$ cat config.mk
export PLATFORM = sky130hd
export DESIGN_NAME = boot_image_verifier
export DESIGN_NICKNAME = d
export VERILOG_FILES = /design/src/biv_pkg.sv /design/src/biv_crc.sv /design/src/boot_image_verifier.sv
export SDC_FILE = /design/constraint.sdc
export NUM_CORES = 1
export LEC_CHECK = 0
export BUFFER_PORTS_ARGS = -buffer_cell sky130_fd_sc_hd__buf_2
export CORE_MARGIN = 2
export CORE_UTILIZATION = 37
export CTS_BUF_LIST = sky130_fd_sc_hd__clkbuf_2 sky130_fd_sc_hd__clkbuf_4 sky130_fd_sc_hd__clkbuf_8
export CTS_CLUSTER_DIAMETER = 50
export DETAILED_ROUTE_END_ITERATION = 8
export SYNTH_ARGS = -nofsm -noshare
export SYNTH_HDL_FRONTEND = slang
export SYNTH_SLANG_ARGS = --single-unit
$ cat constraint.sdc
create_clock -name clk -period 7.2 [get_ports clk]
set_input_delay 0.72 -clock clk [delete_from_list [all_inputs] [get_ports clk]]
set_output_delay 0.72 -clock clk [all_outputs]
set_load 0.01 [all_outputs]
$ cat src/biv_pkg.sv
// ---------------------------------------------------------------------------
// biv_pkg: boot image verifier shared definitions
// Constants, widths and result codes used by the verifier and its CRC unit.
// ---------------------------------------------------------------------------
`default_nettype none

package biv_pkg;

	localparam int unsigned SEARCH_WORDS    = 2048;
	localparam int unsigned MAX_IMAGE_BYTES = 1048576;

	localparam int unsigned WC_W   = 19;
	localparam int unsigned SIZE_W = 21;
	localparam int unsigned HPOS_W = 12;

	localparam logic [31:0] SIG_FIRST  = 32'hAA55_FADE;
	localparam logic [31:0] SIG_SECOND = 32'h55AA_C0DE;
	localparam logic [31:0] ALL_ONES   = 32'hFFFF_FFFF;
	localparam logic [31:0] CRC_POLY   = 32'hEDB8_8320;

	typedef enum logic [2:0] {
		V_BOOT      = 3'd0,
		V_SWAP      = 3'd1,
		V_ERASED    = 3'd2,
		V_NO_HEADER = 3'd3,
		V_CRC_FAIL  = 3'd4,
		V_BAD_SIZE  = 3'd5
	} verdict_t;

endpackage

`default_nettype wire

$ cat src/biv_crc.sv
// ---------------------------------------------------------------------------
// biv_crc: reflected CRC-32 word update
// Folds the low one to four bytes of a word, lowest byte first, into a CRC.
// ---------------------------------------------------------------------------
`default_nettype none

module biv_crc (
	input  wire logic [31:0] crc_in,
	input  wire logic [31:0] data,
	input  wire logic [1:0]  last_byte,
	output logic      [31:0] crc_out
);

	function automatic logic [31:0] crc_byte(input logic [31:0] crc, input logic [7:0] b);
		logic [31:0] c;
		c = crc ^ {24'd0, b};
		for (int k = 0; k < 8; k++) begin
			c = c[0] ? ((c >> 1) ^ biv_pkg::CRC_POLY) : (c >> 1);
		end
		return c;
	endfunction

	logic [31:0] c1, c2, c3, c4;

	assign c1 = crc_byte(crc_in, data[7:0]);
	assign c2 = crc_byte(c1, data[15:8]);
	assign c3 = crc_byte(c2, data[23:16]);
	assign c4 = crc_byte(c3, data[31:24]);

	always_comb begin
		case (last_byte)
			2'd0:    crc_out = c1;
			2'd1:    crc_out = c2;
			2'd2:    crc_out = c3;
			default: crc_out = c4;
		endcase
	end

endmodule

`default_nettype wire

$ cat src/boot_image_verifier.sv
// ---------------------------------------------------------------------------
// boot_image_verifier: streaming firmware image check before boot
// Captures stack and entry words, finds the signature header, runs CRC-32
// over the image words outside the header and reports at most one verdict per image.
// ---------------------------------------------------------------------------
//  channel | handshake             | payload
//  --------+-----------------------+---------------------------------------
//  in      | in_valid / in_stall   | image_word, first_word
//  out     | out_valid / out_stall | verdict, stack_pointer, entry_address,
//          |                       | computed_crc, header_position
//  cfg     | cfg_wr_en             | cfg_wr_data (bank_a_first)
//
//  One word per cycle while in_stall is low: input register, one step of
//  header/CRC logic, result register. The word that decides a verdict sits
//  in the input register; the verdict is then loaded into the result register.
//  The four-byte CRC update is a single combinational XOR network.
//  in_stall rises only while the result register holds an untaken verdict
//  and the input register is occupied.
//  Reset (arst_n low) returns to idle; words are ignored until first_word.
// ---------------------------------------------------------------------------
`default_nettype none

module boot_image_verifier (
	input  wire logic                      clk,
	input  wire logic                      arst_n,
	input  wire logic                      in_valid,
	output logic                           in_stall,
	input  wire logic [31:0]               image_word,
	input  wire logic                      first_word,
	output logic                           out_valid,
	input  wire logic                      out_stall,
	output logic [2:0]                     verdict,
	output logic [31:0]                    stack_pointer,
	output logic [31:0]                    entry_address,
	output logic [31:0]                    computed_crc,
	output logic [biv_pkg::HPOS_W-1:0]     header_position,
	input  wire logic                      cfg_wr_en,
	input  wire logic                      cfg_wr_data
);

	typedef enum logic [2:0] {
		PH_IDLE,
		PH_SEARCH,
		PH_SIZE,
		PH_CRCWORD,
		PH_BODY,
		PH_DONE
	} phase_t;

	localparam int unsigned WC_W   = biv_pkg::WC_W;
	localparam int unsigned SIZE_W = biv_pkg::SIZE_W;
	localparam int unsigned HPOS_W = biv_pkg::HPOS_W;

	// input register
	logic        valid_s1;
	logic [31:0] word_s1;
	logic        first_s1;

	// result register
	logic                 valid_s2;
	biv_pkg::verdict_t    verdict_s2;
	logic [31:0]          stack_s2;
	logic [31:0]          entry_s2;
	logic [31:0]          crc_s2;
	logic [HPOS_W-1:0]    pos_s2;

	// state
	logic              bank_a_first_q;
	phase_t            phase_q;
	logic [31:0]       running_crc_q;
	logic [31:0]       cbp_q;
	logic [31:0]       prev_word_q;
	logic [WC_W-1:0]   wc_q;
	logic [HPOS_W-1:0] hidx_q;
	logic [SIZE_W-1:0] size_q;
	logic [31:0]       exp_crc_q;
	logic [31:0]       stack_q;
	logic [31:0]       entry_q;

	phase_t            nxt_phase;
	logic [31:0]       nxt_running, nxt_cbp, nxt_prev, nxt_exp, nxt_stack, nxt_entry;
	logic [WC_W-1:0]   nxt_wc;
	logic [HPOS_W-1:0] nxt_hidx;
	logic [SIZE_W-1:0] nxt_size;

	logic              emit;
	logic              do_finish;
	biv_pkg::verdict_t emit_verdict;
	logic [31:0]       emit_crc;
	logic [HPOS_W-1:0] emit_pos;
	logic [31:0]       fin_crc;

	logic [31:0]       crc_in;
	logic [1:0]        crc_last;
	logic [31:0]       crc_out;

	logic [SIZE_W-1:0] body_done;
	logic [SIZE_W-1:0] body_left;
	logic [SIZE_W-1:0] hdr_end;
	logic [SIZE_W-1:0] crcword_end;
	logic [WC_W-1:0]   wc_inc;

	logic adv;

	assign adv      = !valid_s2 || !out_stall;
	assign in_stall = valid_s1 && !adv;

	biv_crc u_crc (
		.crc_in    (crc_in),
		.data      (word_s1),
		.last_byte (crc_last),
		.crc_out   (crc_out)
	);

	assign wc_inc      = wc_q + WC_W'(1);
	assign body_done   = {wc_q, 2'b00};
	assign body_left   = size_q - body_done;
	assign hdr_end     = {wc_q + WC_W'(2), 2'b00};
	assign crcword_end = {wc_inc, 2'b00};

	always_comb begin
		nxt_phase    = phase_q;
		nxt_running  = running_crc_q;
		nxt_cbp      = cbp_q;
		nxt_prev     = prev_word_q;
		nxt_wc       = wc_q;
		nxt_hidx     = hidx_q;
		nxt_size     = size_q;
		nxt_exp      = exp_crc_q;
		nxt_stack    = stack_q;
		nxt_entry    = entry_q;
		emit         = 1'b0;
		do_finish    = 1'b0;
		emit_verdict = biv_pkg::V_BOOT;
		emit_crc     = '0;
		emit_pos     = '0;
		crc_in       = running_crc_q;
		crc_last     = 2'd3;
		fin_crc      = '0;

		if (first_s1) begin
			crc_in      = biv_pkg::ALL_ONES;
			nxt_running = biv_pkg::ALL_ONES;
			nxt_cbp     = biv_pkg::ALL_ONES;
			nxt_hidx    = '0;
			nxt_size    = '0;
			nxt_exp     = '0;
			nxt_entry   = '0;
			nxt_stack   = word_s1;
			if (word_s1 == biv_pkg::ALL_ONES) begin
				nxt_prev     = '0;
				nxt_wc       = '0;
				emit         = 1'b1;
				emit_verdict = biv_pkg::V_ERASED;
				nxt_phase    = PH_DONE;
			end else begin
				nxt_running = crc_out;
				nxt_prev    = word_s1;
				nxt_wc      = WC_W'(1);
				nxt_phase   = PH_SEARCH;
			end
		end else begin
			unique case (phase_q)
				PH_SEARCH: begin
					if (wc_q == WC_W'(1))
						nxt_entry = word_s1;
					if (prev_word_q == biv_pkg::SIG_FIRST && word_s1 == biv_pkg::SIG_SECOND) begin
						nxt_running = cbp_q;
						nxt_hidx    = HPOS_W'(wc_q - WC_W'(1));
						nxt_wc      = wc_inc;
						nxt_phase   = PH_SIZE;
					end else if (wc_q > WC_W'(biv_pkg::SEARCH_WORDS)) begin
						emit         = 1'b1;
						emit_verdict = biv_pkg::V_NO_HEADER;
						nxt_phase    = PH_DONE;
					end else begin
						nxt_cbp     = running_crc_q;
						nxt_running = crc_out;
						nxt_prev    = word_s1;
						nxt_wc      = wc_inc;
					end
				end
				PH_SIZE: begin
					if (word_s1 > 32'(biv_pkg::MAX_IMAGE_BYTES) ||
					    word_s1 < {{(32-SIZE_W){1'b0}}, hdr_end}) begin
						emit         = 1'b1;
						emit_verdict = biv_pkg::V_BAD_SIZE;
						emit_pos     = hidx_q;
						nxt_phase    = PH_DONE;
					end else begin
						nxt_size  = word_s1[SIZE_W-1:0];
						nxt_wc    = wc_inc;
						nxt_phase = PH_CRCWORD;
					end
				end
				PH_CRCWORD: begin
					nxt_exp = word_s1;
					nxt_wc  = wc_inc;
					if (size_q <= crcword_end)
						do_finish = 1'b1;
					else
						nxt_phase = PH_BODY;
				end
				PH_BODY: begin
					crc_last    = (body_left >= SIZE_W'(4)) ? 2'd3 : (body_left[1:0] - 2'd1);
					nxt_running = crc_out;
					nxt_wc      = wc_inc;
					if (body_left <= SIZE_W'(4))
						do_finish = 1'b1;
				end
				default: begin
				end
			endcase
		end

		if (do_finish) begin
			fin_crc   = nxt_running ^ biv_pkg::ALL_ONES;
			emit      = 1'b1;
			emit_crc  = fin_crc;
			emit_pos  = hidx_q;
			nxt_phase = PH_DONE;
			if (fin_crc == nxt_exp)
				emit_verdict = biv_pkg::V_BOOT;
			else if (bank_a_first_q)
				emit_verdict = biv_pkg::V_SWAP;
			else
				emit_verdict = biv_pkg::V_CRC_FAIL;
		end
	end

	always_ff @(posedge clk or negedge arst_n) begin
		if (!arst_n) begin
			valid_s1       <= 1'b0;
			valid_s2       <= 1'b0;
			bank_a_first_q <= 1'b0;
			phase_q        <= PH_IDLE;
			running_crc_q  <= biv_pkg::ALL_ONES;
			cbp_q          <= biv_pkg::ALL_ONES;
			prev_word_q    <= '0;
			wc_q           <= '0;
			hidx_q         <= '0;
			size_q         <= '0;
			exp_crc_q      <= '0;
			stack_q        <= '0;
			entry_q        <= '0;
		end else begin
			if (cfg_wr_en)
				bank_a_first_q <= cfg_wr_data;

			if (!in_stall)
				valid_s1 <= in_valid;

			if (valid_s1 && adv) begin
				phase_q       <= nxt_phase;
				running_crc_q <= nxt_running;
				cbp_q         <= nxt_cbp;
				prev_word_q   <= nxt_prev;
				wc_q          <= nxt_wc;
				hidx_q        <= nxt_hidx;
				size_q        <= nxt_size;
				exp_crc_q     <= nxt_exp;
				stack_q       <= nxt_stack;
				entry_q       <= nxt_entry;
			end

			if (valid_s1 && adv && emit)
				valid_s2 <= 1'b1;
			else if (!out_stall)
				valid_s2 <= 1'b0;
		end
	end

	always_ff @(posedge clk) begin
		if (!in_stall) begin
			word_s1  <= image_word;
			first_s1 <= first_word;
		end
		if (valid_s1 && adv && emit) begin
			verdict_s2 <= emit_verdict;
			stack_s2   <= nxt_stack;
			entry_s2   <= nxt_entry;
			crc_s2     <= emit_crc;
			pos_s2     <= emit_pos;
		end
	end

	assign out_valid       = valid_s2;
	assign verdict         = verdict_s2;
	assign stack_pointer   = stack_s2;
	assign entry_address   = entry_s2;
	assign computed_crc    = crc_s2;
	assign header_position = pos_s2;

	a_stall_needs_full_result: assert property (@(posedge clk) disable iff (!arst_n)
		in_stall |-> (valid_s2 && out_stall && valid_s1))
		else $error("input stalled without a pending result");

	a_erased_fields: assert property (@(posedge clk) disable iff (!arst_n)
		(out_valid && verdict == biv_pkg::V_ERASED) |->
		(entry_address == 32'd0 && computed_crc == 32'd0 && header_position == '0))
		else $error("erased verdict with nonzero fields");

	a_size_phase_index: assert property (@(posedge clk) disable iff (!arst_n)
		(phase_q == PH_SIZE) |-> (wc_q == WC_W'(hidx_q) + WC_W'(2)))
		else $error("word counter out of step with header index");

	a_emit_leaves_done: assert property (@(posedge clk) disable iff (!arst_n)
		(valid_s1 && adv && emit) |=> (phase_q == PH_DONE && out_valid))
		else $error("verdict issued without reaching done");

	a_verdict_range: assert property (@(posedge clk) disable iff (!arst_n)
		out_valid |-> (verdict <= 3'(biv_pkg::V_BAD_SIZE)))
		else $error("verdict code out of range");

endmodule

`default_nettype wire

Yosys cells after proc, flatten, opt, wreduce, memory -nomap -nowiden
Index checks and enable logic that the tools add are counted.

Bits in registers: 394. Input bits: 39. Logic and storage cells: 211.

Add/sub/neg operators: 5. Magnitude comparators: 6. Equal/unequal tests: 19. Muxes and demuxes: 103. Bitwise gates (word level): 37. Reduce and logical (&&, ||, !) cells: 21.

Operators by type and width (number): 2-to-1 mux 32 bit (52); NOT 13 -> 14 bit (32); bitwise XOR 32 x 8 -> 32 bit (4); one-hot mux 32 bit (3 select lines) (1); 2-to-1 mux 12 bit (7); 2-to-1 mux 19 bit (4); equality test 32 bit (second input constant) (2); one-hot mux 32 bit (2 select lines) (1); 2-to-1 mux 21 bit (3); one-hot mux 19 bit (3 select lines) (1); 2-to-1 mux 3 bit (12); equality test 32 x 31 -> 1 bit (second input constant) (1); equality test 32 bit (1); > comparator 32 x 21 -> 1 bit (second input constant) (1); less-than comparator 32 x 21 -> 1 bit (1); NOT 32 bit (1); >= comparator 21 x 3 -> 1 bit (second input constant) (1); less-or-equal comparator 21 bit (1); less-or-equal comparator 21 x 3 -> 1 bit (second input constant) (1); subtractor 21 bit (1); adder 19 x 1 -> 19 bit (second input constant) (1); adder 19 x 2 -> 19 bit (second input constant) (1); equality test 19 x 1 -> 1 bit (second input constant) (1); > comparator 19 x 12 -> 1 bit (second input constant) (1); other kinds (27) (59).

Logic depth before layout (Yosys ltp)
Gate-level depths: netlist of run 1.

Word-level depth: 78. Gate-level depth with buffers: 23. Depth with buffers taken out: 21.

Modules after synthesis
A second synthesis of run 1 with hierarchy kept.

Cell total of the unflattened synthesis: 2687. Area, all modules: 26965.9 µm².

Modules (own cells, without submodules): boot_image_verifier (times used 1, cells each 2269, area an instance 21908.5 µm², sequential area each 10660.2 µm²); biv_crc (times used 1, cells each 418, area an instance 5057.4 µm², sequential area each 0.0 µm²).

Least setup slack after synthesis of run 1
No wires, ideal clock.

Path type: flip-flop to flip-flop. Start point: register wc_q[2]. End point: register crc_s2[0], in the netlist computed_crc[0], enable pin. Setup time: 484 ps. Arrival: 6519 ps. Required time: 6716 ps. Slack: 197 ps. Stages on the path, launching flop included: 22. Buffers on the path: 1. Clock period less this slack: 7003 ps. Cell sequence: dfrtp_1 clkbuf_1 inv_1 ha_1 inv_1 ha_1 a21o_1 a21o_1 a21o_1 a21o_1 a21o_1 a21o_1 a21o_1 a21o_1 a21oi_1 o21ai_0 a221o_1 a311oi_1 nor2_1 a2bb2oi_1 o21ai_0 and3_1.

Longest elaborated chain between the ends: 8.

Ends and longest elaborated chain: start, declared (line boot_image_verifier.sv:73) `logic [WC_W-1:0] wc_q;`; start signal, assigned (line boot_image_verifier.sv:258) `wc_q <= nxt_wc;`; adder 19 x 2 -> 19 bit (line boot_image_verifier.sv:118) `assign hdr_end = {wc_q + WC_W'(2), 2'b00};`; less-than comparator 32 x 21 -> 1 bit (line boot_image_verifier.sv:185) `word_s1 < {{(32-SIZE_W){1'b0}}, hdr_end}) begin`; logical OR 1 bit (line boot_image_verifier.sv:184) `if (word_s1 > 32'(biv_pkg::MAX_IMAGE_BYTES) ||`; 2-to-1 mux 1 bit (line boot_image_verifier.sv:184); one-hot mux 1 bit (2 select lines) (line boot_image_verifier.sv:163) `unique case (phase_q)`; 2-to-1 mux 1 bit (line boot_image_verifier.sv:141) `if (first_s1) begin`; 2-to-1 mux 1 bit * (line boot_image_verifier.sv:216) `if (do_finish) begin`; logical AND 1 bit * (line boot_image_verifier.sv:278) `if (valid_s1 && adv && emit) begin`; end signal, assigned (line boot_image_verifier.sv:282) `crc_s2 <= emit_crc;`; end, declared (line boot_image_verifier.sv:64) `logic [31:0] crc_s2;`.

Mark *: on every way between the ends. The rest lies on a longest branch, timed or not. A chain may end at the register's enable or synchronous reset.

Worst setup path in the final report of run 1
Start point: register running_crc_q[0]. End point: register verdict_s2[0], in the netlist verdict[0] (data pin).

Longest elaborated chain between the ends: 59.

Ends and longest elaborated chain: start, declared (line boot_image_verifier.sv:70) `logic [31:0] running_crc_q;`; start signal, assigned (line boot_image_verifier.sv:237) `running_crc_q <= biv_pkg::ALL_ONES;`; start signal, assigned (line boot_image_verifier.sv:255) `running_crc_q <= nxt_running;`; 2-to-1 mux 32 bit (line boot_image_verifier.sv:141); bitwise XOR 32 x 8 -> 32 bit (line biv_crc.sv:16) `c = crc ^ {24'd0, b};`; 2-to-1 mux 32 bit (line biv_crc.sv:18) `c = c[0] ? ((c >> 1) ^ biv_pkg::CRC_POLY) : (c >> 1);`; NOT 13 -> 14 bit (no line); 2-to-1 mux 32 bit (line biv_crc.sv:18); NOT 13 -> 14 bit (no line); 2-to-1 mux 32 bit (2 in series) (line biv_crc.sv:18); NOT 13 -> 14 bit (no line); [... 43 more ...]; 2-to-1 mux 32 bit (line boot_image_verifier.sv:167) `if (prev_word_q == biv_pkg::SIG_FIRST && word_s1 == biv_pkg::SIG_SECOND) begin`; one-hot mux 32 bit (2 select lines) (line boot_image_verifier.sv:163); 2-to-1 mux 32 bit * (line boot_image_verifier.sv:141); NOT 32 bit (no line) *; equality test 32 bit * (line boot_image_verifier.sv:222) `if (fin_crc == nxt_exp)`; 2-to-1 mux 3 bit * (line boot_image_verifier.sv:222); 2-to-1 mux 3 bit * (line boot_image_verifier.sv:216); via emit_verdict[0] (line boot_image_verifier.sv:88) `biv_pkg::verdict_t emit_verdict;`; end signal, assigned (line boot_image_verifier.sv:279) `verdict_s2 <= emit_verdict;`; end, declared (line boot_image_verifier.sv:61) `biv_pkg::verdict_t verdict_s2;`.

The timed path passes the listed nets; every way through them passes the cells marked *.

==> reports/summary.txt, run 1 <==
largest family of logic cells by synthesized area: XOR/XNOR gates
Site Rows: 98
Final period util: 97.66%
Synth-to-Final Area Change: 13.79%
gp weighted congestion: 1.081
share of layout cells above drive strength 1: 19.16%
DRT antenna net count: 0
CP Capture Type: flop
CTS tree: built
GRT overflow: 0
initial core utilization: 37.32%
vias per cell: 5.771
initial antenna violation count: 4
worst hold path class: input pin to flop
clock buffer count from CTS: 72
type of origin of the critical path: flop
Die Area: 74140 µm²
GRT Total Usage: 27.68%
Top-Level Pins: 152
setup slack after layout: 0.1682 ns
number of max-cap violations: 0
synthesized area per cell: 9.521 µm²
clock skew: 0.03747 ns
first-pass GRT wire length: 151400 µm
worst-margin pin slew: 1.109 ns
largest net degree at the start of global routing: 130
RSZ-0062 raised after global routing: no
Final Util: 42.46%
max-slew violations: 0
Slew HR: 26.05%
HPWL after DPL: 76880 µm
total number of vias: 22780
mux contribution to synthesized area: 3.688%
per-cell routed wire length: 26.31 µm
drt drc: 0
CP Class: flop to flop
post-synthesis compound-gate area fraction: 15.41%
Post-Syn Area: 26630 µm²
Synth Area in Adders: 2.988%
fmax: 142.2 MHz
vias in the first global route: 21660
Synth Warn #: 0
DRT Pass-1 Iters: 8
clock sink count: 394
asr flop ratio synth: 63.45%
syn nets: 2899
drt total wl: 103900 µm
Iteration-0 DRC Markers: 2749
Mapped Cells: 2797
Period minus WS final: 7.032 ns
Clock Latency Late Sink: 0.67 ns
clock root buffer: clkbuf_8
Final Hold Fails: 0
run status: finished clean
Synth Area in Simple Gates: 16.24%
Final setup viols: 0
NumNets Final: 3042
die span in x: 272.3 µm
XOR/XNOR share of the synthesized area: 17.91%
number of enable flip-flop cells after synthesis: 144
CP max FO: 13
main flop type after synthesis: dfrtp_1
Yosys cell types: 91
pre-CTS WS: 0.2039 ns
Port Buffers: 151
Die H: 272.3 µm
Clk pin slew, worst setup/hold paths: 0.06 ns
setup tns final: 0 ns
Seq cells post-synth: 394
critical path required time: 7.57 ns
Core Box Area: 71360 µm²
CTS Buffer Depth: 3
CP Data Arrival Time: 7.40 ns
H-tree levels: 3
register area share after synthesis: 40.03%
-- critical path: stages, from the launching register on --
cell and delay [ns]:
dfstp_2 0.75, xnor2_1 0.17, nor2_1 0.44, xnor2_2 0.28
xnor2_4 0.46, xnor3_1 0.46, xnor2_1 0.51, xor2_2 0.28
xor2_1 0.50, xor2_1 0.23, xnor2_1 0.16, xnor2_1 0.16
buf_4 0.18, mux2i_1 0.26, o22ai_1 0.11, nor4bb_1 0.35
nand4_1 0.21, or4_1 0.62, nor4_2 0.36, buf_4 0.17
o32ai_1 0.07
-- cell usage after synthesis, types with 49 or more instances --
cell type	instances	share of area, %
ha_1	62	2.9
clkbuf_1	172	2.4
dfrtp_1	186	17
edfxtp_1	144	16
mux2i_1	55	2.1
nand2_1	455	6.4
o21ai_0	214	4.0
o31ai_1	56	1.6
nor2_1	213	3.0
nand3_1	55	1.0
xnor3_1	49	4.1
xnor2_1	231	7.6
a21oi_1	112	2.1
xor2_1	77	2.5
dfstp_2	64	6.3
-- cells in the final DEF, fill, tap and decap left out, types with 11 or more instances in the layout --
cell type	synthesis	routed
mux2_2	37	37
o211ai_1	17	17
xnor3_1	49	49
buf_4	6	119
a21oi_1	112	110
edfxtp_1	144	144
xor3_1	12	12
nor3_1	32	28
inv_1	39	39
o21ai_0	214	213
a21o_1	29	29
mux2i_1	55	55
a31oi_1	13	13
nor4_1	18	18
nor2_1	213	211
clkinv_1	3	16
and2_1	23	22
nor2b_1	37	37
xnor2_1	231	230
a22oi_1	29	29
buf_2	10	150
nand3_1	55	54
a21boi_0	22	22
or3_1	11	11
or4_1	19	19
nand4_1	27	27
clkbuf_4	0	23
ha_1	62	62
xor2_1	77	77
o31ai_1	56	55
nand2b_1	17	17
a31o_2	17	17
nand2_1	455	452
dfrtp_1	186	186
a22o_1	12	12
dfstp_2	64	64
o22ai_1	23	23
o221ai_1	16	16
clkbuf_8	0	84
-- state kept, by name, summed over array words and instances, names as in the netlist, 3 cells and up --
register,count
stack_pointer,32
verdict,3
stack_q,32
wc_q,19
prev_word_q,32
hidx_q,12
word_s1,32
exp_crc_q,32
size_q,21
header_position,12
entry_q,32
entry_address,32
running_crc_q,32
computed_crc,32
cbp_q,32
phase_q,3
-- path summary, 6_finish.rpt --
check                                    end         startpoint  slack, ns  cells past startpoint
max in group asynchronous    prev_word_q[18]             arst_n       5.34                      3
hold reg to reg            running_crc_q[26]  running_crc_q[26]       0.47                      2
min in group asynchronous         entry_q[6]             arst_n       0.57                      2
setup reg to reg                  verdict[0]   running_crc_q[0]       0.17                     20
setup / recovery                  verdict[0]   running_crc_q[0]       0.17                     20
hold / removal                    word_s1[6]      image_word[6]       0.22                      1
-- through the flow --
stage,instances,hold slack [ns],area [µm²]
global placement,3815,0.4525,28790
CTS,3946,0.1860,30280
finish,3948,0.2207,30300
global route,3947,0.1912,30300
detailed placement,3815,0.4583,28790
floorplan,2797,0.4244,26630
-- timing repair --
action / 4_1_cts / 5_1_grt
endpoints found under the hold margin: 4 / 0
setup buffers: 0 / 0
endpoints found under the setup margin: 0 / 2
gates resized for setup: 0 / 3
hold buffers: 1 / 0
-- cell type report --
type	count	area, µm²
Fill cell	6941	41060
Multi-Input combinational cell	2154	15060
Sequential cell	394	10660
Timing Repair Buffer	275	1749
Clock buffer	107	1329
Tap cell	950	1189
Inverter	43	161.4
Clock inverter	23	150.1
Antenna cell	2	5.005
-- logic make-up after synthesis --
| group | Yosys count |
|---|---|
| AND/OR/NAND/NOR | 957 |
| AO/OA/AOI/OAI | 640 |
| XOR/XNOR | 401 |
| flip-flops | 394 |
| buffers and inverters | 249 |
| multiplexers | 93 |
| adder cells (fa/ha/maj) | 63 |
-- routing by layer --
| layer | vias up | routed length [µm] | GRT usage, % |
|---|---|---|---|
| met2 | 1211 | 45820 | 42.00 |
| met5 | - | 27 | 0 |
| met1 | 11090 | 44140 | 37.89 |
| met3 | 269 | 8973 | 5.774 |
| li1 | 10200 | - | - |
| met4 | 4 | 4921 | 12.61 |
Power of run 1 is not shown: default switching activity piles up to over one toggle a cycle in this logic, so the estimate is an artifact.
==> inputs of run 2 (changes only) <==
Settings changed: CTS_BUF_LIST sky130_fd_sc_hd__clkbuf_2 sky130_fd_sc_hd__clkbuf_4 sky130_fd_sc_hd__clkbuf_8 to sky130_fd_sc_hd__clkbuf_8.
Clock period 7.2 ns to 6.1 ns, I/O delays scaled along.
==> run 2 against run 1 <==
Via count grew 2.9%. Non-clock buffer count grew 240. Sequential share of layout area shrank 2.7 points. Worst hold slack lost 0.11 ns. Setup slack lost 0.085 ns. Register-to-register slack lost 0.09 ns. Global-route usage grew 0.85 points. Highest routed layer is now met4. Cell count grew 6.2%.
==> reports/summary.txt, run 2 (synthesis results as in run 1) <==
clock sink count: 394 (unchanged)
Period minus WS final: 6.017 ns (was 7.032 ns)
Die Area: 74140 µm² (unchanged)
r2r setup slk: 0.08 ns (was 0.17 ns)
Core Box Area: 71360 µm² (unchanged)
Slowest-stage cell, CP: a222oi_1 (was dfstp_2)
Clk pin slew, worst setup/hold paths: 0.06 ns (about the same)
initial core utilization: 37.32% (unchanged)
CP Capture Type: flop (unchanged)
CP Data Arrival Time: 6.42 ns (was 7.40 ns)
end of the worst hold path: word_s1[14] (was word_s1[6])
die span in x: 272.3 µm (unchanged)
DRT antenna net count: 0 (unchanged)
number of max-cap violations: 0 (unchanged)
reg2reg path depth: 23 (was 20)
CP max FO: 5 (was 13)
slowest stage delay, CP: 0.59 ns (was 0.75 ns)
Synth-to-Final Area Change: 23.19% (was 13.79%)
Die H: 272.3 µm (unchanged)
worst hold path class: input pin to flop (unchanged)
Clock Latency Late Sink: 0.68 ns (was 0.67 ns)
dpl cell area: 30460 µm² (was 28790 µm²)
HPWL after DPL: 80360 µm (was 76880 µm)
clock root buffer: clkbuf_8 (unchanged)
commonest non-fill, non-tap cells in the layout: nand2_1 (452), buf_4 (347), o21ai_0 (211), nor2_1 (209), xnor2_1 (205) (was nand2_1 (452), xnor2_1 (230), o21ai_0 (213), nor2_1 (211), dfrtp_1 (186))
vias in the first global route: 22590 (was 21660)
RSZ-0062 raised after global routing: yes (was no)
critical path required time: 6.50 ns (was 7.57 ns)
drt total wl: 106800 µm (was 103900 µm)
cell area after layout: 32810 µm² (was 30300 µm²)
Final period util: 98.64% (was 97.66%)
Iteration-0 DRC Markers: 2750 (was 2749)
Port Buffers: 151 (unchanged)
Cells on Worst Hold Path: 1 (unchanged)
worst-margin pin slew: 1.207 ns (was 1.109 ns)
max-slew violations: 0 (unchanged)
NumNets Final: 3282 (was 3042)
CTS Buffer Depth: 3 (unchanged)
gp weighted congestion: 1.037 (was 1.081)
fmax: 166.2 MHz (was 142.2 MHz)
CTS tree: built (unchanged)
setup tns final: 0 ns (unchanged)
Final setup viols: 0 (unchanged)
type of origin of the critical path: flop (unchanged)
CP top delay family: XOR/XNOR gates (unchanged)
most common cell after layout, fill and taps aside: nand2_1 (unchanged)
first-pass GRT wire length: 155800 µm (was 151400 µm)
WHS: 0.1079 ns (was 0.2207 ns)
Top-Level Pins: 152 (unchanged)
worst path cell trace: buf_6 -> xnor2_2 -> nor2_1 -> xnor2_2 -> xnor3_2 -> buf_6 -> xnor2_2 -> buf_6 -> xor3_1 -> xnor3_1 -> xor2_2 -> a222oi_1 -> buf_4 -> mux2i_2 -> nor2_1 -> a311o_1 -> nor3_2 -> o2111ai_2 -> nor4_2 -> nand3_1 -> nor4_2 -> buf_4 -> o32ai_1 (was xnor2_1 -> nor2_1 -> xnor2_2 -> xnor2_4 -> xnor3_1 -> xnor2_1 -> xor2_2 -> xor2_1 -> xor2_1 -> xnor2_1 -> xnor2_1 -> buf_4 -> mux2i_1 -> o22ai_1 -> nor4bb_1 -> nand4_1 -> or4_1 -> nor4_2 -> buf_4 -> o32ai_1)
r2r endpoint: verdict[2] (was verdict[0])
vias per cell: 5.596 (was 5.771)
crit path buf inv count: 5 (was 2)
clock buffer count from CTS: 72 (unchanged)
drt drc: 0 (unchanged)
DRT Pass-1 Iters: 6 (was 8)
GRT overflow: 0 (unchanged)
Site Rows: 98 (unchanged)
CP Class: flop to flop (unchanged)
share of layout cells above drive strength 1: 27.28% (was 19.16%)
total number of vias: 23450 (was 22780)
largest net degree at the start of global routing: 105 (was 130)
GRT Total Usage: 28.53% (was 27.68%)
run status: finished clean (unchanged)
hold path startpoint: image_word[14] (was image_word[6])
Final Util: 45.97% (was 42.46%)
FF-to-FF Start: running_crc_q[5] (was running_crc_q[0])
H-tree levels: 3 (unchanged)
per-cell routed wire length: 25.49 µm (was 26.31 µm)
clock skew: 0.03235 ns (was 0.03747 ns)
Slew HR: 19.52% (was 26.05%)
Final Hold Fails: 0 (unchanged)
initial antenna violation count: 1 (was 4)
## run 2: cell types whose count changed in the layout (fill, tap and decap cells not counted), sizes merged
cell / previous run / this run
buf: 274 / 514
clkbuf: 107 / 92
inv: 42 / 57
bufinv: 1 / 6
clkinv: 21 / 19
clkinvlp: 2 / 3
diode: 2 / 1
## run 2: how the worst max path moves through the flow
| stage | from | endpoint | slack (ns) | cells past startpoint |
|---|---|---|---|---|
| after floorplan | running_crc_q[4] | verdict[0] | 0.28 | 17 |
| after global placement | running_crc_q[8] | verdict[2] | -0.20 | 22 |
| after detailed placement | running_crc_q[5] | verdict[2] | -0.15 | 22 |
| after CTS | running_crc_q[7] | verdict[2] | 0.002 | 22 |
| after global routing | running_crc_q[8] | verdict[0] | -0.07 | 21 |
| final | running_crc_q[5] | verdict[2] | 0.08 | 23 |
## run 2: area by class of cell
type,count,area (µm²)
Timing Repair Buffer,515,3643
Multi-Input combinational cell,2154,15510
Inverter,43,161.4
Fill cell,6808,38560
Antenna cell,1,2.502
Tap cell,950,1189
Clock buffer,92,1266
Sequential cell,394,10660
Clock inverter,42,376.6
## run 2: per-layer routing
layer	vias up	part of all wire (%)	track usage, %
li1	10690	-	-
met1	11400	43	39.63
met2	1154	44	44.11
met3	211	8.2	4.426
met4	0	4.6	12.29
met5	-	0	0
## run 2: worst reg2reg max path: stages (launching register included)
cell and delay [ns]:
dfstp_2 0.56, buf_6 0.14, xnor2_2 0.10, nor2_1 0.08, xnor2_2 0.24, xnor3_2 0.46
buf_6 0.17, xnor2_2 0.13, buf_6 0.13, xor3_1 0.39, xnor3_1 0.43, xor2_2 0.20
a222oi_1 0.59, buf_4 0.26, mux2i_2 0.21, nor2_1 0.07, a311o_1 0.33, nor3_2 0.13
o2111ai_2 0.14, nor4_2 0.32, nand3_1 0.13, nor4_2 0.29, buf_4 0.17, o32ai_1 0.08
## run 2: what timing repair did
| item | 4_1_cts | 5_1_grt |
|---|---|---|
| endpoints found under the hold margin | 14 | 0 |
| gates resized for setup | 14 | 79 |
| endpoints found under the setup margin | 2 | 2 |
| hold buffers | 1 | 0 |
| buffers inserted | 1 | 24 |
| pin swaps | 2 | 30 |
## run 2: per-stage QoR
stage                     std cells  setup WS, ns
after floorplan                2797        0.2764
after global placement         4030       -0.2037
after detailed placement       4030       -0.1471
after CTS                      4166      0.001789
after global routing           4191      -0.06903
final                          4191       0.08304
Power of run 2 is left out for the same reason.
